==> src/rtl/sm3_pkg.sv <==
// SM3 package: beat types, initial value, round constants and round helper functions.
// No dependencies; every module of the hash block imports it.
`default_nettype none
package sm3_pkg;

  typedef struct packed {
    logic [31:0] msg_word;
    logic [2:0]  byte_count;
    logic        last;
  } msg_t;

  typedef struct packed {
    logic [31:0] digest_word;
    logic [2:0]  word_index;
    logic        last_digest;
  } digest_t;

  // One padded block word between front and back; fin marks the end of a message.
  typedef struct packed {
    logic [31:0] word;
    logic        fin;
  } qent_t;

  localparam int QDEPTH = 4;
  localparam int QAW    = $clog2(QDEPTH);

  localparam logic [31:0] T_LOW  = 32'h79CC4519;
  localparam logic [31:0] T_HIGH = 32'h7A879D8A;

  localparam logic [31:0] IV [8] = '{
    32'h7380166F, 32'h4914B2B9, 32'h172442D7, 32'hDA8A0600,
    32'hA96F30BC, 32'h163138AA, 32'hE38DEE4D, 32'hB0FB0E4E
  };

  function automatic logic [31:0] rotl(input logic [31:0] x, input logic [4:0] n);
    logic [63:0] d;
    d = {x, x} << n;
    return d[63:32];
  endfunction

  function automatic logic [31:0] perm0(input logic [31:0] x);
    return x ^ rotl(x, 5'd9) ^ rotl(x, 5'd17);
  endfunction

  function automatic logic [31:0] perm1(input logic [31:0] x);
    return x ^ rotl(x, 5'd15) ^ rotl(x, 5'd23);
  endfunction

  // Round constant T_j rotated left by j mod 32.
  function automatic logic [31:0] tconst(input logic [5:0] j);
    return rotl((j < 6'd16) ? T_LOW : T_HIGH, j[4:0]);
  endfunction

endpackage
`default_nettype wire

==> src/rtl/sm3_front.sv <==
// SM3 front end: accepts message beats, applies padding and the length trailer.
// Depends on sm3_pkg; feeds padded block words into the word queue.
`default_nettype none
module sm3_front
  import sm3_pkg::*;
(
  input  wire logic  clk,
  input  wire logic  rst,
  input  wire logic  push,
  output logic       full,
  input  wire msg_t  msg,
  output logic       q_push,
  output qent_t      q_data,
  input  wire logic  q_full
);

  localparam logic [2:0] F_IDLE   = 3'd0;
  localparam logic [2:0] F_PAD80  = 3'd1;
  localparam logic [2:0] F_ZERO   = 3'd2;
  localparam logic [2:0] F_LEN_HI = 3'd3;
  localparam logic [2:0] F_LEN_LO = 3'd4;

  logic [2:0]  state, state_next;
  logic [63:0] bit_len;
  logic [3:0]  wib;
  logic [3:0]  wib_inc;
  logic        acc;
  logic [2:0]  cnt;
  logic [5:0]  nbits;
  logic [31:0] mask, pad;

  assign full    = (state != F_IDLE) || q_full;
  assign acc     = push && !full;
  assign cnt     = (msg.byte_count > 3'd4 || !msg.last) ? 3'd4 : msg.byte_count;
  assign nbits   = {cnt, 3'b000};
  assign mask    = (cnt == 3'd0) ? 32'h0 : ~(32'hFFFFFFFF >> nbits);
  assign pad     = 32'h80000000 >> nbits;
  assign wib_inc = wib + 4'd1;

  always_comb begin
    q_push     = 1'b0;
    q_data     = '{word: 32'h0, fin: 1'b0};
    state_next = state;
    case (state)
      F_IDLE: begin
        if (acc) begin
          q_push = 1'b1;
          if (msg.last && cnt != 3'd4) begin
            q_data.word = (msg.msg_word & mask) | pad;
            state_next  = (wib_inc == 4'd14) ? F_LEN_HI : F_ZERO;
          end else begin
            q_data.word = msg.msg_word;
            if (msg.last) state_next = F_PAD80;
          end
        end
      end
      F_PAD80: begin
        q_push      = !q_full;
        q_data.word = 32'h80000000;
        if (!q_full) state_next = (wib_inc == 4'd14) ? F_LEN_HI : F_ZERO;
      end
      F_ZERO: begin
        q_push = !q_full;
        if (!q_full && wib_inc == 4'd14) state_next = F_LEN_HI;
      end
      F_LEN_HI: begin
        q_push      = !q_full;
        q_data.word = bit_len[63:32];
        if (!q_full) state_next = F_LEN_LO;
      end
      F_LEN_LO: begin
        q_push = !q_full;
        q_data = '{word: bit_len[31:0], fin: 1'b1};
        if (!q_full) state_next = F_IDLE;
      end
      default: state_next = F_IDLE;
    endcase
  end

  always_ff @(posedge clk) begin
    if (rst) begin
      state   <= F_IDLE;
      bit_len <= 64'h0;
      wib     <= 4'h0;
    end else begin
      state <= state_next;
      if (q_push) wib <= wib_inc;
      if (acc) begin
        bit_len <= bit_len + {58'h0, nbits};
      end else if (state == F_LEN_LO && !q_full) begin
        bit_len <= 64'h0;
      end
    end
  end

endmodule
`default_nettype wire

==> src/rtl/sm3_queue.sv <==
// Short word queue that decouples the padding front end from the compression core.
// Depends on sm3_pkg for the entry type and depth.
`default_nettype none
module sm3_queue
  import sm3_pkg::*;
(
  input  wire logic  clk,
  input  wire logic  rst,
  input  wire logic  push,
  input  wire qent_t wdata,
  output logic       full,
  input  wire logic  pop,
  output qent_t      rdata,
  output logic       empty
);

  qent_t          mem [QDEPTH];
  logic [QAW-1:0] wp, rp;
  logic [QAW:0]   cnt;

  assign full  = (cnt == (QAW+1)'(QDEPTH));
  assign empty = (cnt == '0);
  assign rdata = mem[rp];

  always_ff @(posedge clk) begin
    if (push) mem[wp] <= wdata;
  end

  always_ff @(posedge clk) begin
    if (rst) begin
      wp  <= '0;
      rp  <= '0;
      cnt <= '0;
    end else begin
      if (push) wp <= wp + 1'b1;
      if (pop)  rp <= rp + 1'b1;
      cnt <= cnt + (QAW+1)'(push) - (QAW+1)'(pop);
    end
  end

endmodule
`default_nettype wire

==> src/rtl/sm3_core.sv <==
// SM3 compression core: loads 16 words, runs 64 rounds, keeps the chaining value.
// Depends on sm3_pkg; drains the digest through an eight-word output buffer.
`default_nettype none
module sm3_core
  import sm3_pkg::*;
(
  input  wire logic  clk,
  input  wire logic  rst,
  input  wire logic  q_empty,
  input  wire qent_t q_data,
  output logic       q_pop,
  output logic       empty,
  input  wire logic  pop,
  output digest_t    digest
);

  localparam logic [1:0] S_LOAD  = 2'd0;
  localparam logic [1:0] S_ROUND = 2'd1;
  localparam logic [1:0] S_DONE  = 2'd2;

  logic [1:0]  state;
  logic [5:0]  rnd;
  logic        fin;
  logic [31:0] chain [8];
  logic [31:0] r [8];
  logic [31:0] w [16];
  logic [31:0] obuf [8];
  logic [3:0]  out_cnt;

  logic [31:0] a12, ss1, ss2, ff, gg, tt1, tt2, wnew;
  logic        done_go;

  assign q_pop   = (state == S_LOAD) && !q_empty;
  assign done_go = (state == S_DONE) && (!fin || out_cnt == 4'd0);

  always_comb begin
    a12  = rotl(r[0], 5'd12);
    ss1  = rotl(a12 + r[4] + tconst(rnd), 5'd7);
    ss2  = ss1 ^ a12;
    if (rnd < 6'd16) begin
      ff = r[0] ^ r[1] ^ r[2];
      gg = r[4] ^ r[5] ^ r[6];
    end else begin
      ff = (r[0] & r[1]) | (r[0] & r[2]) | (r[1] & r[2]);
      gg = (r[4] & r[5]) | (~r[4] & r[6]);
    end
    tt1  = ff + r[3] + ss2 + (w[0] ^ w[4]);
    tt2  = gg + r[7] + ss1 + w[0];
    wnew = perm1(w[0] ^ w[7] ^ rotl(w[13], 5'd15)) ^ rotl(w[3], 5'd7) ^ w[10];
  end

  always_ff @(posedge clk) begin
    if (q_pop || state == S_ROUND) begin
      for (int i = 0; i < 15; i++) w[i] <= w[i+1];
      w[15] <= q_pop ? q_data.word : wnew;
    end
  end

  always_ff @(posedge clk) begin
    if (rst) begin
      state   <= S_LOAD;
      rnd     <= 6'd0;
      fin     <= 1'b0;
      out_cnt <= 4'd0;
      for (int i = 0; i < 8; i++) begin
        chain[i] <= IV[i];
        r[i]     <= 32'h0;
      end
    end else begin
      if (pop && out_cnt != 4'd0) begin
        for (int i = 0; i < 7; i++) obuf[i] <= obuf[i+1];
        out_cnt <= out_cnt - 4'd1;
      end
      case (state)
        S_LOAD: begin
          if (q_pop) begin
            rnd <= rnd + 6'd1;
            if (rnd == 6'd15) begin
              fin   <= q_data.fin;
              rnd   <= 6'd0;
              state <= S_ROUND;
              for (int i = 0; i < 8; i++) r[i] <= chain[i];
            end
          end
        end
        S_ROUND: begin
          r[3] <= r[2];
          r[2] <= rotl(r[1], 5'd9);
          r[1] <= r[0];
          r[0] <= tt1;
          r[7] <= r[6];
          r[6] <= rotl(r[5], 5'd19);
          r[5] <= r[4];
          r[4] <= perm0(tt2);
          rnd  <= rnd + 6'd1;
          if (rnd == 6'd63) state <= S_DONE;
        end
        S_DONE: begin
          if (done_go) begin
            state <= S_LOAD;
            if (fin) begin
              for (int i = 0; i < 8; i++) begin
                obuf[i]  <= chain[i] ^ r[i];
                chain[i] <= IV[i];
              end
              out_cnt <= 4'd8;
            end else begin
              for (int i = 0; i < 8; i++) chain[i] <= chain[i] ^ r[i];
            end
          end
        end
        default: state <= S_LOAD;
      endcase
    end
  end

  assign empty  = (out_cnt == 4'd0);
  assign digest = '{digest_word: obuf[0],
                    word_index:  3'(4'd8 - out_cnt),
                    last_digest: (out_cnt == 4'd1)};

  a_out_cnt_range: assert property (@(posedge clk) disable iff (rst)
    out_cnt <= 4'd8) else $error("output count out of range");
  a_pop_only_load: assert property (@(posedge clk) disable iff (rst)
    q_pop |-> state == S_LOAD) else $error("queue read outside load");
  a_round_end: assert property (@(posedge clk) disable iff (rst)
    (state == S_ROUND && rnd == 6'd63) |=> state == S_DONE)
    else $error("round sequence broke");
  a_digest_load: assert property (@(posedge clk) disable iff (rst)
    (done_go && fin) |-> out_cnt == 4'd0) else $error("digest overwrote output");

endmodule
`default_nettype wire

==> src/rtl/sm3_hash.sv <==
// SM3 hash top level: front end with padding, word queue, compression core.
// Depends on sm3_pkg, sm3_front, sm3_queue and sm3_core.
//
//   Channel   Handshake          Payload   Beat is taken when
//   message   push / full        msg       push && !full
//   digest    empty / pop        digest    pop && !empty
//
// A 16-word block is loaded word by word into the expansion window, then runs
// through 64 rounds and a finishing step; the single round unit limits how
// fast message words are taken. A final beat adds padding words at one per
// cycle while the word queue has room, then the eight digest beats drain from
// an output buffer while the next message is already taken.
// Reset (rst, synchronous) restores the initial chaining value and zero length.
// full rises while the front end emits padding or when the word queue is full.
`default_nettype none
module sm3_hash
  import sm3_pkg::*;
(
  input  wire logic    clk,
  input  wire logic    rst,
  input  wire logic    push,
  output logic         full,
  input  wire msg_t    msg,
  output logic         empty,
  input  wire logic    pop,
  output digest_t      digest
);

  logic  q_push, q_full, q_pop, q_empty;
  qent_t q_wdata, q_rdata;

  // Front end: every accepted beat becomes one or more padded block words.
  sm3_front u_front (
    .clk    (clk),
    .rst    (rst),
    .push   (push),
    .full   (full),
    .msg    (msg),
    .q_push (q_push),
    .q_data (q_wdata),
    .q_full (q_full)
  );

  // Word queue lets padding run ahead while the core is busy with rounds.
  sm3_queue u_queue (
    .clk   (clk),
    .rst   (rst),
    .push  (q_push),
    .wdata (q_wdata),
    .full  (q_full),
    .pop   (q_pop),
    .rdata (q_rdata),
    .empty (q_empty)
  );

  // Compression core and digest output buffer.
  sm3_core u_core (
    .clk     (clk),
    .rst     (rst),
    .q_empty (q_empty),
    .q_data  (q_rdata),
    .q_pop   (q_pop),
    .empty   (empty),
    .pop     (pop),
    .digest  (digest)
  );

endmodule
`default_nettype wire

==> config.mk <==
export PLATFORM = sky130hd
export DESIGN_NAME = sm3_hash
export DESIGN_NICKNAME = d
export VERILOG_FILES = /design/src/rtl/sm3_pkg.sv /design/src/rtl/sm3_front.sv /design/src/rtl/sm3_queue.sv /design/src/rtl/sm3_core.sv /design/src/rtl/sm3_hash.sv
export SDC_FILE = /design/constraint.sdc
export NUM_CORES = 2
export LEC_CHECK = 0
export BUFFER_PORTS_ARGS = -buffer_cell sky130_fd_sc_hd__buf_2
export CAP_MARGIN = 15
export CORE_MARGIN = 5
export CORE_UTILIZATION = 40
export CTS_CLUSTER_DIAMETER = 50
export CTS_CLUSTER_SIZE = 10
export DETAILED_ROUTE_END_ITERATION = 7
export GPL_TIMING_DRIVEN = 0
export SYNTH_ARGS = -nofsm -noshare
export SYNTH_HDL_FRONTEND = slang
export SYNTH_SLANG_ARGS = --single-unit
==> constraint.sdc <==
create_clock -name clk -period 42.7 [get_ports clk]
set_clock_uncertainty 0.1 [all_clocks]
set_input_delay 8.54 -clock clk [delete_from_list [all_inputs] [get_ports clk]]
set_output_delay 8.54 -clock clk [all_outputs]
set_load 0.01 [all_outputs]
After elaboration in Yosys (flattened, before gate mapping)
Memories as Yosys holds them, arrays and structs flattened. A register that Yosys moved wholly into a read port is not among the register bits.
Index checks and enable logic that the tools add are counted.
{"block": "classes", "addsub": 17, "n_mul": 0, "div": 0, "order_cmp": 2, "n_eq_ne": 22, "shift": 3, "muxes": 103, "bitwise_logic": 73, "reduce_logical": 30}
{"op": "$mux W32", "n": 45}
{"op": "$xor A32 B32 Y32", "n": 22}
{"op": "$add A32 B32 Y32", "n": 8}
{"op": "$and A32 B32 Y32", "n": 6}
{"op": "$mux W64", "n": 2}
{"op": "$or A32 B32 Y32", "n": 4}
{"op": "$pmux W32 S4", "n": 1}
{"op": "$add A64 B6 Y64", "n": 1}
{"op": "$not A32 Y32", "n": 2}
{"op": "$shl A64 B5 Y64", "n": 1}
{"op": "$shr A32 B6 Y32 const A", "n": 2}
{"op": "$or A1 B1 Y1", "n": 39}
{"op": "$mux W1", "n": 30}
{"op": "$mux W26", "n": 1}
{"op": "$mux W3", "n": 8}
{"op": "$mux W4", "n": 4}
{"op": "$pmux W3 S5", "n": 1}
{"op": "$mux W2", "n": 6}
{"op": "$mux W6", "n": 2}
{"op": "$pmux W6 S2", "n": 1}
{"op": "$ne A2 B2 Y1 const B", "n": 5}
{"op": "$logic_not A3 Y1", "n": 3}
{"op": "$ne A2 B1 Y1 const B", "n": 4}
{"op": "$logic_and A1 B1 Y1", "n": 7}
{"op": "34 further kinds", "n": 45}
{"block": "word_totals", "ff_bits": 91, "latchBits": 0, "mem_bits_rw": 1412, "mem_bits_ro": 0, "input_bits": 40, "output_inout_bits": 38, "n_memories": 5}
{"name": "u_core.w", "words": 16, "width": 32, "rd": 16, "rd_clocked_by_memory_dff": 0, "write_ports": 16, "line_no": "sm3_core.sv:26", "source": "logic [31:0] w [16];"}
{"name": "u_core.chain", "words": 8, "width": 32, "rd": 8, "rd_clocked_by_memory_dff": 0, "write_ports": 8, "line_no": "sm3_core.sv:24", "source": "logic [31:0] chain [8];"}
{"name": "u_core.obuf", "words": 8, "width": 32, "rd": 8, "rd_clocked_by_memory_dff": 0, "write_ports": 8, "line_no": "sm3_core.sv:27", "source": "logic [31:0] obuf [8];"}
{"name": "u_core.r", "words": 8, "width": 32, "rd": 8, "rd_clocked_by_memory_dff": 0, "write_ports": 8, "line_no": "sm3_core.sv:25", "source": "logic [31:0] r [8];"}
{"name": "u_queue.mem", "words": 4, "width": 33, "rd": 1, "rd_clocked_by_memory_dff": 1, "write_ports": 1, "line_no": "sm3_queue.sv:17", "source": "qent_t mem [QDEPTH];"}

Depth between registers and ports, before layout
{"block": "logic_depth", "depth_word": 11, "depth_mapped": 45, "ltp_nobuf": 40}

Cells and area by module
From an unflattened synthesis, not the netlist that was laid out.
{"block": "unflattened", "hier_cells": 5773, "area_unflattened_um2": 72802.3}
{"module": "sm3_core", "n_inst": 1, "cells_per_inst": 5017, "area_each_um2": 63256.9, "seq_area_each_um2": 38376.8}
{"module": "sm3_queue", "n_inst": 1, "cells_per_inst": 215, "area_each_um2": 5247.5, "seq_area_each_um2": 4144.0}
{"module": "sm3_front", "n_inst": 1, "cells_per_inst": 541, "area_each_um2": 4297.9, "seq_area_each_um2": 1361.3}

Worst setup path after synthesis
No wires, ideal clock.
{"block": "synth_path", "path_kind": "register to register", "from": "register u_queue.cnt[1]", "to": "register u_core.rnd[0]", "arrival_time_ps": 16359, "path_slack_ps": 25486, "path_stages_with_launch": 6, "path_buffers": 1, "path_cell_list": "dfxtp_1 > nor3_1 > nor3_1 > nand2b_1 > clkbuf_1 > a221oi_1"}
{"block": "synth_via", "elab_chain_len": 5}
{"element": "start, declared", "line_no": "sm3_queue.sv:19", "source": "logic [QAW:0] cnt;"}
{"element": "start signal, assigned", "line_no": "sm3_queue.sv:37", "source": "cnt <= cnt + (QAW+1)'(push) - (QAW+1)'(pop);"}
{"element": "$logic_not A3 Y1", "line_no": "sm3_queue.sv:22", "source": "assign empty = (cnt == '0);"}
{"element": "$logic_not A1 Y1", "line_no": "sm3_core.sv:33", "source": "assign q_pop = (state == S_LOAD) && !q_empty;"}
{"element": "$logic_and A1 B1 Y1", "line_no": "sm3_core.sv:33"}
{"element": "$ne A2 B1 Y1 (no source line)"}
{"element": "$reduce_and A2 Y1 (no source line)"}
{"element": "end signal, assigned", "line_no": "sm3_core.sv:77", "source": "rnd <= rnd + 6'd1;"}
{"element": "end signal, assigned", "line_no": "sm3_core.sv:95", "source": "rnd <= rnd + 6'd1;"}
{"element": "end, declared", "line_no": "sm3_core.sv:22", "source": "logic [5:0] rnd;"}
No other way between the ends.
A chain may end at the register's enable or synchronous reset.

==> results.md <==
- Final number of hold-violating endpoints: 0
- Reg2reg path depth: 39
- Critical Path Max Stage Delay: 940 ps
- Critical path class: flop to flop
- Number of port buffers: 77
- Pin count of the biggest net entering global routing: 73
- Fmax: 68.9 MHz
- Register bit count reported by yosys: 1502
- Top FF cell, synth: edfxtp_1
- Chip height: 435 um
- Worst EP required: 43150 ps
- CTS buffer count: 187
- Slew headroom: 13.4%
- Yosys warns: 0
- Net Count, Synth: 6103
- CTS sink count: 1502
- CP arrival: 14960 ps
- Longest Clk Path Bufs: 3
- Fraction of registers with async set or reset after synthesis: 0%
- CTS tree: yes
- Core area: 0.180 mm^2
- Post-synth EDFFs: 1380
- Gate count of the mapped netlist: 5762
- Sequential share of the synthesized area: 60.7%
- Initial core utilization: 40.1%
- Post-CTS Resized: 0
- Fin crit share: 34.0%
- CTS Hold Bufs: 0
- Status: complete, no violations
- # setup viols final: 0
- Initial antenna violation count: 12
- Post-synth top area cell: edfxtp_1
- Top cell type's share of synthesized area: 57.3%
- Total grt overflow: 0
- Slew @ Worst Pin: 1300 ps
- Crit path launch type: flop
- Maximum net fanout on the critical path: 13
- Setup TNS: 0 ps
- Pins Over Slew Limit: 0
- WHS Path Cells: 0
- Iteration-0 DRC count of the detailed router: 6072
- Final WL: 241000 um
- Critical path capture point type: flop
- Post-route cell area: 0.0822 mm^2
- H-tree depth: 4
- Root Driver: clkbuf_16
- Vias in the first global route: 45500
- Reg clk slew, reported paths: 60 ps
- Layout Area Growth over Synthesis: 13.7%
- Synth top area cells: edfxtp_1 (57%), xnor2_1 (6.9%), fa_1 (5.3%), nand2_1 (4.1%), dfxtp_1 (3.4%)
- Crit-path slowest cell: buf_1
- Non-Filler Instances: 8541
- Share of layout cells above drive strength 1: 8.04%
- ANT nets after route: 0
- Total number of vias: 47500
- DP Cell Count: 8249
- Final worst path period need: 14500 ps
- Placed inst area: 0.0765 mm^2
- GP Congestion: 0.995
- Worst-Skew Late Latency: 860 ps
- GRT Overall Usage: 24.9%
- Initial DRT Pass Iterations: 6
- RSZ-0062 raised after global routing: false
- Nets: 6411
- Hold Crit Class: flop to flop
- R2R Setup Slk: 28200 ps
- Post-CTS repair timing setup buffer count: 0
- Num ports: 78
- Vias per cell: 5.56
- Die area: 0.189 mm^2
- DR DRC count: 0
- Site Rows: 156
- Netlist Area Pre-Place: 0.0723 mm^2
- Post-DR wirelength/cell: 28.2 um
- Distinct cell type count after synthesis: 89
- First-pass GRT wire length: 337000 um
- Chip width: 435 um
- Mean area per synthesized cell: 12.5 um^2
- Max-cap check violation count: 0
- Post-DP HPWL: 184000 um
==> flip-flops by register name, summed over array words and instances, names as in the netlist, named ones only <==
signal and count:
u_queue.cnt 3, u_core.r 256, u_core.obuf 256, u_front.state 3
u_core.rnd 6, u_front.wib 4, u_queue.rp 2, u_core.out_cnt 4
u_core.fin 1, u_core.state 2, u_core.chain 256, u_front.bit_len 61
u_core.w 512, u_queue.mem 132, u_queue.wp 2
==> through the flow <==
| stage | hold WS (ps) | setup WS, ps | utilization [%] |
|---|---|---|---|
| after global routing | 278 | 28040 | 45.6 |
| final | 262 | 28200 | 45.6 |
| after global placement | 300 | 19470 | 41.9 |
| after CTS | 260 | 28760 | 45.6 |
| after detailed placement | 305 | 28830 | 42.4 |
| after floorplan | 300 | 25490 | - |
==> cell type report <==
type / instances / area [um^2]
fill: 16400 / 98200
sequential: 1502 / 43900
multi-input combinational: 3656 / 26100
clock buffer: 239 / 4910
tap: 2370 / 2970
inverter: 329 / 1230
timing repair buffer: 119 / 1220
buffer: 275 / 1160
clock inverter: 50 / 739
antenna: 1 / 2.50
==> worst max-delay path, delay by kind of cell (launching register included) <==
family	cells	cell delay, ps
adder cells (fa/ha/maj)	7	2590
buffers and inverters	8	3840
AND/OR/NAND/NOR	4	370
multiplexers	1	310
XOR/XNOR	3	1850
flip-flops	1	400
AO/OA/AOI/OAI	16	4750
==> synth_stat cells (26+ instances only) <==
library cell  instances
a21o_1               55
a21oi_1             251
a222oi_1             26
a22o_1               79
a31oi_1              36
and2_1               30
buf_1                32
buf_4                33
clkbuf_1            207
dfxtp_1             122
edfxtp_1           1380
fa_1                190
ha_1                111
inv_1               327
mux2i_1              84
mux4_2               33
nand2_1             788
nand2b_1             41
nand3_1              59
nor2_1              324
nor2b_1              27
nor3_1               27
o211ai_1             26
o21ai_0             419
o21ai_1              30
xnor2_1             572
xor2_1              160
==> layout by cell type, fill, tap and decap left out, drive strengths merged, types with 6 or more instances in the layout <==
| master | netlist | final |
|---|---|---|
| edfxtp | 1380 | 1380 |
| nand2 | 789 | 789 |
| xnor2 | 573 | 573 |
| o21ai | 449 | 449 |
| clkbuf | 207 | 447 |
| inv | 328 | 337 |
| nor2 | 324 | 324 |
| a21oi | 252 | 252 |
| fa | 190 | 190 |
| buf | 68 | 186 |
| xor2 | 161 | 161 |
| dfxtp | 122 | 122 |
| ha | 111 | 111 |
| mux2i | 84 | 84 |
| a22o | 79 | 79 |
| nand3 | 59 | 59 |
| a21o | 55 | 55 |
| nand2b | 41 | 41 |
| a31oi | 36 | 36 |
| mux4 | 33 | 33 |
| clkinv | 1 | 32 |
| and2 | 30 | 30 |
| nor3 | 29 | 29 |
| nor2b | 27 | 27 |
| a222oi | 26 | 26 |
| o211ai | 26 | 26 |
| nand4 | 25 | 25 |
| mux2 | 25 | 25 |
| or2 | 25 | 25 |
| or3 | 23 | 23 |
| and3 | 22 | 22 |
| a211oi | 20 | 20 |
| o21a | 19 | 19 |
| a31o | 13 | 13 |
| a21boi | 9 | 9 |
| o21bai | 8 | 8 |
| o31ai | 8 | 8 |
| nand3b | 7 | 7 |
| nor4 | 6 | 6 |
==> layer usage <==
metal | vias to the layer above | global-route usage (%) | share of wire, %
li1 | 20900 | - | -
met4 | 2 | 12.6 | 5.8
met5 | - | 0 | 0.0029
met1 | 23800 | 34.6 | 42
met3 | 414 | 5.71 | 9.4
met2 | 2362 | 36.6 | 43
==> cell families after synthesis <==
kind of cell / synth area share (%)
simple gates: 8.45
buf+inv: 3.31
fa+ha+maj: 7.20
mux: 2.58
xor+xnor: 8.94
flops: 60.7
compound gates: 8.82
==> path summary, 6_finish.rpt <==
| path | endpoint | from |
|---|---|---|
| max | u_core.r[0][131] | u_core.rnd[5] |
| min | u_core.w[7][30] | u_core.w[8][30] |
| max reg2reg | u_core.r[0][131] | u_core.rnd[5] |
| min reg2reg | u_core.w[7][30] | u_core.w[8][30] |
Power is not shown: default switching activity piles up to over one toggle a cycle in this logic, so the estimate is an artifact.
